**src/design/kmsd_pkg.sv**
```systemverilog
// ----------------------------------------------------------------------------
// kmsd_pkg
// Shared constants and types for the key matrix scan and debounce block.
// ----------------------------------------------------------------------------
package kmsd_pkg;

	localparam int NUM_COLUMNS = 5;
	localparam int NUM_ROWS    = 6;
	localparam int NUM_KEYS    = NUM_COLUMNS * NUM_ROWS;
	localparam int COL_W       = 3;
	localparam int DRIVE_W     = 5;
	localparam int HOLD_W      = 8;
	localparam int ADDR_W      = 3;
	localparam int DATA_W      = 32;

	localparam logic [ADDR_W-3:0] REG_HOLD_SCANS = '0;
	localparam logic [HOLD_W-1:0] HOLD_RESET     = 8'd20;

	typedef struct packed {
		logic                last;
		logic [NUM_KEYS-1:0] raw;
	} scan_t;

endpackage

```
**src/design/kmsd_if.sv**
```systemverilog
// ----------------------------------------------------------------------------
// kmsd_row_if / kmsd_key_if
// Valid/ready channels for row reads and debounced key results.
// ----------------------------------------------------------------------------
interface kmsd_row_if;
	logic                      valid;
	logic                      ready;
	logic [kmsd_pkg::NUM_ROWS-1:0] row_levels;

	modport source (output valid, output row_levels, input ready);
	modport sink (input valid, input row_levels, output ready);
endinterface

interface kmsd_key_if;
	logic                          valid;
	logic                          ready;
	logic [kmsd_pkg::DRIVE_W-1:0]  column_drive;
	logic [kmsd_pkg::NUM_KEYS-1:0] keys_pressed;
	logic                          scan_done;

	modport source (output valid, output column_drive, output keys_pressed,
		output scan_done, input ready);
	modport sink (input valid, input column_drive, input keys_pressed,
		input scan_done, output ready);
endinterface

```
**src/design/kmsd_cfg.sv**
```systemverilog
// ----------------------------------------------------------------------------
// kmsd_cfg
// APB register port holding the debounce hold period.
// ----------------------------------------------------------------------------
module kmsd_cfg (
	input  logic                          clk,
	input  logic                          arst_n,
	input  logic                          psel,
	input  logic                          penable,
	input  logic                          pwrite,
	input  logic [kmsd_pkg::ADDR_W-1:0]   paddr,
	input  logic [kmsd_pkg::DATA_W-1:0]   pwdata,
	output logic [kmsd_pkg::DATA_W-1:0]   prdata,
	output logic                          pready,
	output logic [kmsd_pkg::HOLD_W-1:0]   hold_scans
);
	import kmsd_pkg::*;

	logic [HOLD_W-1:0] hold_q;
	logic              sel_hold;

	assign sel_hold   = (paddr[ADDR_W-1:2] == REG_HOLD_SCANS);
	assign pready     = 1'b1;
	assign hold_scans = hold_q;
	assign prdata     = sel_hold ? DATA_W'(hold_q) : '0;

	always_ff @(posedge clk or negedge arst_n) begin
		if (!arst_n) begin
			hold_q <= HOLD_RESET;
		end else if (psel && penable && pwrite && sel_hold) begin
			hold_q <= pwdata[HOLD_W-1:0];
		end
	end

endmodule

```
**src/design/kmsd_scan.sv**
```systemverilog
// ----------------------------------------------------------------------------
// kmsd_scan
// Column sequencer and raw key accumulator for one matrix scan.
// ----------------------------------------------------------------------------
module kmsd_scan (
	input  logic                          clk,
	input  logic                          arst_n,
	input  logic                          en,
	input  logic [kmsd_pkg::NUM_ROWS-1:0] row_levels,
	output kmsd_pkg::scan_t               scan,
	output logic [kmsd_pkg::DRIVE_W-1:0]  column_drive
);
	import kmsd_pkg::*;

	logic [COL_W-1:0]    col_q;
	logic [COL_W-1:0]    col_nxt;
	logic [NUM_KEYS-1:0] raw_q;
	logic [NUM_ROWS-1:0] pressed;

	always_comb begin
		pressed  = ~row_levels;
		scan.raw = raw_q;
		for (int c = 0; c < NUM_COLUMNS; c++) begin
			if (col_q == COL_W'(c)) begin
				scan.raw[c*NUM_ROWS +: NUM_ROWS] = raw_q[c*NUM_ROWS +: NUM_ROWS] | pressed;
			end
		end
		scan.last    = (col_q >= COL_W'(NUM_COLUMNS - 1));
		col_nxt      = scan.last ? '0 : col_q + COL_W'(1);
		column_drive = ~(DRIVE_W'(1) << col_nxt);
	end

	always_ff @(posedge clk or negedge arst_n) begin
		if (!arst_n) begin
			col_q <= '0;
			raw_q <= '0;
		end else if (en) begin
			col_q <= col_nxt;
			raw_q <= scan.last ? '0 : scan.raw;
		end
	end

endmodule

```
**src/design/kmsd_debounce.sv**
```systemverilog
// ----------------------------------------------------------------------------
// kmsd_debounce
// Per-key hold counters and debounced key vector, updated once per scan.
// ----------------------------------------------------------------------------
module kmsd_debounce (
	input  logic                          clk,
	input  logic                          arst_n,
	input  logic                          en,
	input  kmsd_pkg::scan_t               scan,
	input  logic [kmsd_pkg::HOLD_W-1:0]   hold_scans,
	output logic [kmsd_pkg::NUM_KEYS-1:0] keys
);
	import kmsd_pkg::*;

	logic [HOLD_W-1:0]   cnt_q   [NUM_KEYS];
	logic [HOLD_W-1:0]   cnt_nxt [NUM_KEYS];
	logic [NUM_KEYS-1:0] keys_q;
	logic [NUM_KEYS-1:0] keys_nxt;

	always_comb begin
		for (int k = 0; k < NUM_KEYS; k++) begin
			if (cnt_q[k] == '0) begin
				keys_nxt[k] = scan.raw[k];
				cnt_nxt[k]  = scan.raw[k] ? hold_scans : '0;
			end else begin
				keys_nxt[k] = keys_q[k];
				cnt_nxt[k]  = cnt_q[k] - HOLD_W'(1);
			end
		end
		keys = scan.last ? keys_nxt : keys_q;
	end

	always_ff @(posedge clk or negedge arst_n) begin
		if (!arst_n) begin
			keys_q <= '0;
			for (int k = 0; k < NUM_KEYS; k++) begin
				cnt_q[k] <= '0;
			end
		end else if (en && scan.last) begin
			keys_q <= keys_nxt;
			for (int k = 0; k < NUM_KEYS; k++) begin
				cnt_q[k] <= cnt_nxt[k];
			end
		end
	end

endmodule

```
**src/design/key_matrix_scan_debounce.sv**
```systemverilog
// ----------------------------------------------------------------------------
// key_matrix_scan_debounce
// Scans a 5 x 6 key matrix one column per transaction and debounces keys.
//
// rows: one transaction per column read, carrying the active-low row levels
//   sampled while the current column is driven low. Column 0 is driven first.
// keys: one transaction per row transaction, with the active-low drive for
//   the next column, the debounced key vector and scan_done on the last column.
// APB: register 0 at address 0 holds hold_scans (reset 20); write only idle.
// Path: an accepted row read goes to the input register, then to the result
//   register. Throughput: 1 transaction per cycle while keys.ready is high;
//   all 30 hold counters update in parallel in the same cycle as the last column.
// Reset: column 0, empty raw vector, all counters and keys cleared; no
//   clearing pass.
// Stall: results hold in the result register while keys.ready is low; one more
//   transaction waits in the input register, then rows.ready drops.
// ----------------------------------------------------------------------------
module key_matrix_scan_debounce (
	input  logic                          clk,
	input  logic                          arst_n,
	kmsd_row_if.sink                      rows,
	kmsd_key_if.source                    keys,
	input  logic                          psel,
	input  logic                          penable,
	input  logic                          pwrite,
	input  logic [kmsd_pkg::ADDR_W-1:0]   paddr,
	input  logic [kmsd_pkg::DATA_W-1:0]   pwdata,
	output logic [kmsd_pkg::DATA_W-1:0]   prdata,
	output logic                          pready
);
	import kmsd_pkg::*;

	logic                valid_s1;
	logic [NUM_ROWS-1:0] row_s1;
	logic                valid_s2;
	logic [DRIVE_W-1:0]  drive_s2;
	logic [NUM_KEYS-1:0] keys_s2;
	logic                done_s2;

	logic                advance;
	logic                load_s1;
	logic [HOLD_W-1:0]   hold_scans;
	scan_t               scan;
	logic [DRIVE_W-1:0]  drive_nxt;
	logic [NUM_KEYS-1:0] keys_nxt;

	assign advance    = valid_s1 && (!valid_s2 || keys.ready);
	assign rows.ready = !valid_s1 || advance;
	assign load_s1    = rows.valid && rows.ready;

	kmsd_cfg u_cfg (
		.clk        (clk),
		.arst_n     (arst_n),
		.psel       (psel),
		.penable    (penable),
		.pwrite     (pwrite),
		.paddr      (paddr),
		.pwdata     (pwdata),
		.prdata     (prdata),
		.pready     (pready),
		.hold_scans (hold_scans)
	);

	kmsd_scan u_scan (
		.clk          (clk),
		.arst_n       (arst_n),
		.en           (advance),
		.row_levels   (row_s1),
		.scan         (scan),
		.column_drive (drive_nxt)
	);

	kmsd_debounce u_debounce (
		.clk        (clk),
		.arst_n     (arst_n),
		.en         (advance),
		.scan       (scan),
		.hold_scans (hold_scans),
		.keys       (keys_nxt)
	);

	always_ff @(posedge clk or negedge arst_n) begin
		if (!arst_n) begin
			valid_s1 <= 1'b0;
			valid_s2 <= 1'b0;
		end else begin
			if (load_s1) begin
				valid_s1 <= 1'b1;
			end else if (advance) begin
				valid_s1 <= 1'b0;
			end
			if (advance) begin
				valid_s2 <= 1'b1;
			end else if (keys.ready) begin
				valid_s2 <= 1'b0;
			end
		end
	end

	always_ff @(posedge clk) begin
		if (load_s1) begin
			row_s1 <= rows.row_levels;
		end
		if (advance) begin
			drive_s2 <= drive_nxt;
			keys_s2  <= keys_nxt;
			done_s2  <= scan.last;
		end
	end

	assign keys.valid        = valid_s2;
	assign keys.column_drive = drive_s2;
	assign keys.keys_pressed = keys_s2;
	assign keys.scan_done    = done_s2;

endmodule

```
**src/flat_wrapper.sv**
```systemverilog
// flat-port wrapper written by rule: the top's interface ports become plain ports
module key_matrix_scan_debounce_flat import kmsd_pkg::*;
  (clk, arst_n, psel, penable, pwrite, paddr, pwdata, prdata, pready, rows_valid, rows_row_levels, rows_ready, keys_valid, keys_column_drive, keys_keys_pressed, keys_scan_done, keys_ready);
  kmsd_row_if rows_i ();
  kmsd_key_if keys_i ();
  input  logic clk;
  input  logic arst_n;
  input  logic psel;
  input  logic penable;
  input  logic pwrite;
  input  logic [kmsd_pkg::ADDR_W-1:0] paddr;
  input  logic [kmsd_pkg::DATA_W-1:0] pwdata;
  output logic [kmsd_pkg::DATA_W-1:0] prdata;
  output logic pready;
  input wire logic [$bits(rows_i.valid)-1:0] rows_valid;
  input wire logic [$bits(rows_i.row_levels)-1:0] rows_row_levels;
  output wire logic [$bits(rows_i.ready)-1:0] rows_ready;
  output wire logic [$bits(keys_i.valid)-1:0] keys_valid;
  output wire logic [$bits(keys_i.column_drive)-1:0] keys_column_drive;
  output wire logic [$bits(keys_i.keys_pressed)-1:0] keys_keys_pressed;
  output wire logic [$bits(keys_i.scan_done)-1:0] keys_scan_done;
  input wire logic [$bits(keys_i.ready)-1:0] keys_ready;
  assign rows_i.valid = rows_valid;
  assign rows_i.row_levels = rows_row_levels;
  assign rows_ready = rows_i.ready;
  assign keys_valid = keys_i.valid;
  assign keys_column_drive = keys_i.column_drive;
  assign keys_keys_pressed = keys_i.keys_pressed;
  assign keys_scan_done = keys_i.scan_done;
  assign keys_i.ready = keys_ready;
  key_matrix_scan_debounce u_core (.clk(clk), .arst_n(arst_n), .rows(rows_i), .keys(keys_i), .psel(psel), .penable(penable), .pwrite(pwrite), .paddr(paddr), .pwdata(pwdata), .prdata(prdata), .pready(pready));
endmodule
```
**config.mk**
```make
export PLATFORM = sky130hd
export DESIGN_NAME = key_matrix_scan_debounce_flat
export DESIGN_NICKNAME = d
export VERILOG_FILES = /design/src/design/kmsd_pkg.sv /design/src/design/kmsd_if.sv /design/src/design/kmsd_cfg.sv /design/src/design/kmsd_scan.sv /design/src/design/kmsd_debounce.sv /design/src/design/key_matrix_scan_debounce.sv /design/src/flat_wrapper.sv
export SDC_FILE = /design/constraint.sdc
export NUM_CORES = 1
export LEC_CHECK = 0
export BUFFER_PORTS_ARGS = -buffer_cell sky130_fd_sc_hd__buf_2
export CELL_PAD_IN_SITES_DETAIL_PLACEMENT = 1
export CELL_PAD_IN_SITES_GLOBAL_PLACEMENT = 2
export CORE_ASPECT_RATIO = 1.4
export CORE_MARGIN = 2
export CORE_UTILIZATION = 40
export CTS_BUF_LIST = sky130_fd_sc_hd__clkbuf_8
export DETAILED_ROUTE_END_ITERATION = 16
export HOLD_SLACK_MARGIN = 0.1
export PLACE_DENSITY = 0.91
export SKIP_CTS_REPAIR_TIMING = 1
export SLEW_MARGIN = 20
export SYNTH_ARGS = -nofsm -noshare
export SYNTH_HDL_FRONTEND = slang
export SYNTH_SLANG_ARGS = --single-unit
```
**constraint.sdc**
```tcl
create_clock -name clk -period 4.05 [get_ports clk]
set_input_delay 0.81 -clock clk [delete_from_list [all_inputs] [get_ports clk]]
set_output_delay 0.81 -clock clk [all_outputs]
set_load 0.02 [all_outputs]
```
# Word-level counts from Yosys, hierarchy flattened
# Cells that the tools add are included.
dict set report classes {
  shift 1
  mul 0
  div_mod_pow 0
  mux 103
  n_bitwise 8
  n_eq_ne 4
  addsub 31
  magnitude_cmp 1
  reduce_logical 43
}
# operator n
set op_table {}
lappend op_table {{2-to-1 mux 8 bit} 61}
lappend op_table {{zero test 8 bit} 30}
lappend op_table {{subtractor 8 x 1 -> 8 bit, second input constant} 30}
lappend op_table {{2-to-1 mux 30 bit} 2}
lappend op_table {{2-to-1 mux 1 bit} 34}
lappend op_table {{2-to-1 mux 6 bit} 5}
lappend op_table {{OR 6 bit} 5}
lappend op_table {{equality test 3 x 2 -> 1 bit, second input constant} 2}
lappend op_table {{logical AND 1 bit} 6}
lappend op_table {{inverter 6 bit} 1}
lappend op_table {{inverter 5 bit} 1}
lappend op_table {{left shift 1 x 3 -> 5 bit, first input constant} 1}
lappend op_table {{nonzero test 2 bit} 2}
lappend op_table {{adder 3 x 1 -> 3 bit, second input constant} 1}
lappend op_table {{equality test 3 x 1 -> 1 bit, second input constant} 1}
lappend op_table {{equality test 3 bit, second input constant} 1}
lappend op_table {{greater-or-equal comparator 3 bit, second input constant} 1}
lappend op_table {{zero test 3 bit} 1}
lappend op_table {{2-to-1 mux 3 bit} 1}
lappend op_table {{zero test 1 bit} 2}
lappend op_table {{logical OR 1 bit} 2}
lappend op_table {{inverter 1 bit} 1}
dict set report totals {
  ramBits 0
  memories 0
  latch_bits 0
  mem_bits_ro 0
  ff_bits 355
}

# Depth between registers and ports, before layout
dict set report depth {
  depth_word 6
  depth_mapped 9
}

# Modules after synthesis
# From an unflattened synthesis, not the netlist that was laid out.
dict set report unflattened {
  hier_cells 2159
  area_unflattened_um2 20717.4
}
# module area_each_um2 seq_area_each_um2 n_inst cells_per_inst
set modules_own_cells {}
lappend modules_own_cells {kmsd_debounce 17025.1 6756.5 1 1899}
lappend modules_own_cells {kmsd_scan 1745.4 825.8 1 158}
lappend modules_own_cells {key_matrix_scan_debounce 1365.1 1311.3 1 50}
lappend modules_own_cells {kmsd_cfg 581.8 202.7 1 52}

# Least setup slack after synthesis
# OpenSTA, ideal clock, no wires.
dict set report synth_timing {
  path_type {input to register}
  start {input keys_ready}
  end {register u_core.u_scan.col_q[2]}
  setup_time_ps 127
  path_buffers 3
  required_time_ps 3923
  arrival_time_ps 3169
  slack_ps 754
  path_stages 7
  path_cell_list {nand2b_1 -> clkbuf_1 -> clkbuf_1 -> nand2_1 -> inv_1 -> clkbuf_1 -> mux2_2}
}
dict set report synth_between {
  elab_chain_cells 2
}
# item line
set synth_rtl {}
lappend synth_rtl {{start: declaration} flat_wrapper.sv:22} ;# input wire logic [$bits(keys_i.ready)-1:0] keys_ready;
lappend synth_rtl {{logical OR 1 bit} key_matrix_scan_debounce.sv:47} ;# assign advance = valid_s1 && (!valid_s2 || keys.ready);
lappend synth_rtl {{logical AND 1 bit} key_matrix_scan_debounce.sv:47}
lappend synth_rtl {{named net u_core.advance} key_matrix_scan_debounce.sv:40} ;# logic advance;
lappend synth_rtl {{end signal: assignment} kmsd_scan.sv:38} ;# col_q <= col_nxt;
lappend synth_rtl {{end: declaration} kmsd_scan.sv:15} ;# logic [COL_W-1:0] col_q;
# The timed path passes the listed nets, and every way through them passes these cells.
# A chain may end at the register's enable or synchronous reset.

# Final worst setup path
dict set report layout_timing {
  start {register u_core.u_cfg.hold_q[2], in the netlist u_core.u_cfg.hold_scans[2]}
  end {output prdata[2] in the netlist's numbering}
}
dict set report layout_between {
  elab_chain_cells 1
}
# item line
set layout_rtl {}
lappend layout_rtl {{start: declaration} kmsd_cfg.sv:19} ;# logic [HOLD_W-1:0] hold_q;
lappend layout_rtl {{start signal: assignment} kmsd_cfg.sv:31} ;# hold_q <= pwdata[HOLD_W-1:0];
lappend layout_rtl {{2-to-1 mux 8 bit} kmsd_cfg.sv:25} ;# assign prdata = sel_hold ? DATA_W'(hold_q) : '0;
lappend layout_rtl {{end: declaration} flat_wrapper.sv:13} ;# output logic [kmsd_pkg::DATA_W-1:0] prdata;
# Every way passes these cells.

==> summary.md <==
| Metric | Value |
|---|---|
| Die height | `270.0 µm` |
| Adder-Cell Fraction of Synth Area | `0.04022` |
| CP Class | `reg2out` |
| Largest net degree at the start of global routing | `96` |
| Post-DR vias/cell | `6.315` |
| Area of the mapped netlist | `0.02022 mm²` |
| CTS tree | `built` |
| Endpoints failing setup | `0` |
| RSZ-0062 raised after global routing | `no` |
| Vias | `18.23k` |
| Final Wtd Congestion | `0.8472` |
| FF-to-FF path depth | `5` |
| Die area | `0.05239 mm²` |
| Drt initial violations | `1058` |
| Number of global-route vias before repair | `19.12k` |
| Peak supply drop | `0.3719 mV` |
| Ys async rst share | `0.8817` |
| Drt wl/cell | `23.60 µm` |
| CTS root buf | `clkbuf_8` |
| Worst-Margin Slew | `1006 ps` |
| Port bufs | `67` |
| CP endpoint kind | `primary output` |
| Largest fanout on the critical path | `13` |
| Layout cell share with drive strength beyond 1 | `0.1275` |
| Max-slew headroom | `0.3243` |
| Min-Delay Path Class | `in2async` |
| Clock latency on the worst-skew pair | `660 ps` |
| Drt drc | `0` |
| Post-route cell area | `0.02249 mm²` |
| First-pass GRT wire length | `107.1 mm` |
| Seq cells post-synth | `355` |
| Final setup skew | `28.96 ps` |
| CTS Sinks | `355` |
| Multiplexer share of the synthesized area | `0.03168` |
| Outcome | `finished clean` |
| WP data required | `3240 ps` |
| Average size of a mapped cell | `9.414 µm²` |
| Layout overhead on the synthesized area | `11.19%` |
| Initial antenna violation count | `1` |
| Netlist cell types | `77` |
| Clock Path Buffers | `3` |
| Type of origin of the critical path | `flop` |
| Post-synthesis sequential area ratio | `0.4498` |
| DP HPWL | `44.66 mm` |
| Number of max-cap violations | `0` |
| GRT Residual Overflow | `0` |
| Synth Area in Compound Gates | `0.2158` |
| Data arrival, critical path | `2270 ps` |
| Simple-gate portion of the synthesized area | `0.2078` |
| Chip Width | `194.0 µm` |
| Syn Inst Count | `2148` |
| # IOs | `119` |
| Leak | `9.494 nW` |
| Starting Density | `0.4044` |
| Cts bufs inserted | `58` |
| Final Net Count | `2307` |
| Clock transition at path regs | `70 ps` |
| GRT Resource Usage Total | `0.2550` |
| Fin crit share | `0.7605` |
| Fill count | `5754` |
| PD cells | `687.6 mW/mm²` |
| Area of placed instances | `0.02126 mm²` |
| Row count | `97` |
| FF-to-FF setup slack | `1030 ps` |
| Post-Synth XOR/XNOR Area | `0` |
| Routed Antenna Nets | `0` |
| Setup_tns | `0 ps` |
| R2r endpoint | `u_core.u_debounce.cnt_q[239]` |
| Total power | `15.46 mW` |
| Fmax | `0.3247 GHz` |
| Launch point of the worst reg-to-reg path | `u_core.u_scan.col_q[2]` |
| Largest family of logic cells by synthesized area | `compound AO/OA/AOI/OAI gates` |
| Yosys warning count | `0` |
| Final WL | `68.13 mm` |
| Slew Limit Fails | `0` |
| H-tree Lvls | `2` |
| Hold Fails Final Rpt | `0` |
| DR pass1 iterations | `5` |
| EDFF count, synth | `42` |
| Minimum period implied by the final worst setup slack | `3080 ps` |
| Core ar. | `0.05000 mm²` |
| Synth Flop Type | `dfrtp_1` |
-- sequential cells by signal, summed over array words and instances (netlist names) --
signal / count
u_core.keys.column_drive: 5
u_core.valid_s1: 1
u_core.u_debounce.cnt_q: 240
u_core.u_cfg.hold_scans: 8
u_core.keys.keys_pressed: 30
u_core.u_debounce.keys_q: 30
u_core.keys.valid: 1
u_core.u_scan.raw_q: 30
u_core.row_s1: 6
u_core.u_scan.col_q: 3
u_core.keys.scan_done: 1
-- synth_stat cells, drive strengths merged (11+ instances only) --
cell,n,area share
a211o,14,0.0061
a21boi,14,0.0052
a21o,11,0.0041
a21oi,96,0.024
a221o,23,0.011
a22oi,18,0.0067
a2bb2oi,31,0.013
a31oi,55,0.017
and2,27,0.0084
and3,41,0.013
buf,51,0.015
clkbuf,101,0.019
dfrtp,311,0.38
edfxtp,42,0.062
ha,65,0.040
inv,111,0.021
mux2,40,0.022
mux2i,19,0.0094
nand2,144,0.027
nand2b,25,0.0077
nand3,65,0.016
nand4,59,0.018
nand4b,13,0.0056
nor2,114,0.021
nor2b,35,0.011
nor3,78,0.020
nor3b,14,0.0052
nor4,31,0.0099
nor4b,18,0.0081
o211ai,48,0.018
o21a,17,0.0063
o21ai,151,0.037
o21bai,11,0.0041
o221ai,16,0.0069
o22a,12,0.0053
o31ai,27,0.010
o41ai,25,0.011
or2,14,0.0043
or3,43,0.013
or4,33,0.013
-- worst max-delay path by stage --
stage / startpoint / endpoint / cells after the start
floorplan: keys_ready / u_core.u_scan.col_q[2] / 7
global placement: u_core.u_scan.col_q[2] / u_core.u_debounce.cnt_q[79] / 3
detailed placement: keys_ready / u_core.u_debounce.cnt_q[239] / 6
CTS: u_core.u_cfg.hold_scans[2] / prdata[2] / 3
global route: u_core.u_cfg.hold_scans[2] / prdata[2] / 3
finish: u_core.u_cfg.hold_scans[2] / prdata[2] / 3
-- through the flow --
step | worst slack, ps | hold WS (ps) | std cells | util
finish | 970.0 | 164.4 | 2887 | 0.4497
global route | 922.7 | 263.7 | 2887 | 0.4497
CTS | 917.3 | 219.1 | 2886 | 0.4495
detailed placement | 1066 | 466.2 | 2777 | 0.4251
global placement | 1098 | 449.0 | 2777 | 0.4251
floorplan | 753.7 | 439.5 | 2171 | -
-- metal layers --
layer  GRT usage  part of all wire  up-vias
li1            -                 -     8163
met1      0.3071              0.41     9444
met2      0.4544              0.50      472
met3     0.03409             0.047      153
met4      0.1091             0.039        0
met5           0                 0        -
-- placed cells by master (no fill, tap or decap), types with 16 or more instances in the layout --
master | netlist | layout
nand3_1 | 65 | 65
edfxtp_1 | 42 | 42
nand4_1 | 59 | 59
buf_2 | 11 | 66
a22oi_1 | 18 | 18
ha_1 | 65 | 65
dfrtp_1 | 311 | 310
o211ai_1 | 47 | 47
nor4_1 | 30 | 30
inv_1 | 111 | 128
conb_1 | 2 | 25
o21ai_0 | 151 | 151
o221ai_1 | 16 | 16
nor4b_1 | 17 | 16
mux2_2 | 40 | 40
nor2_1 | 114 | 113
or3_1 | 43 | 43
o21a_1 | 17 | 17
o41ai_1 | 25 | 25
a221o_1 | 23 | 23
nor3_1 | 75 | 74
or4_1 | 30 | 30
clkbuf_8 | 0 | 69
nand2_1 | 144 | 143
a21oi_1 | 96 | 96
and3_1 | 41 | 41
nand2b_1 | 25 | 24
and2_1 | 25 | 24
a2bb2oi_1 | 31 | 31
a31oi_1 | 55 | 55
mux2i_1 | 19 | 19
nor2b_1 | 35 | 35
buf_4 | 25 | 41
o31ai_1 | 27 | 27
-- kinds of logic after synthesis --
group	count (synthesis)
buf+inv	264
other cells	2
mux	59
flops	355
compound gates	635
fa+ha+maj	65
simple gates	768
-- power breakdown --
group / switching (mW) / internal [mW] / leakage, nW
combinational: 3.70 / 2.12 / 4.48
clock: 1.59 / 1.80 / 0.686
sequential: 1.37 / 4.87 / 4.33
total: 6.67 / 8.79 / 9.49
-- cell type report --
class	count	area, µm²	share of cell area
well taps	643	804.5	0.03578
multi-input cells	1552	10150	0.4513
flip-flops and latches	355	9097	0.4046
clock buffers	69	949.7	0.04223
diodes	1	2.502	0.0001113
repair buffers	115	793.3	0.03528
inverters	112	420.4	0.01870
clock inverters	40	269.0	0.01196
-- worst max-delay path: stages, from the launching register on --
cell	delay (ps)
dfstp_2	890
inv_1	390
nor2_1	160
buf_2	180
No activity file was read; power rests on OpenSTA's default activity.
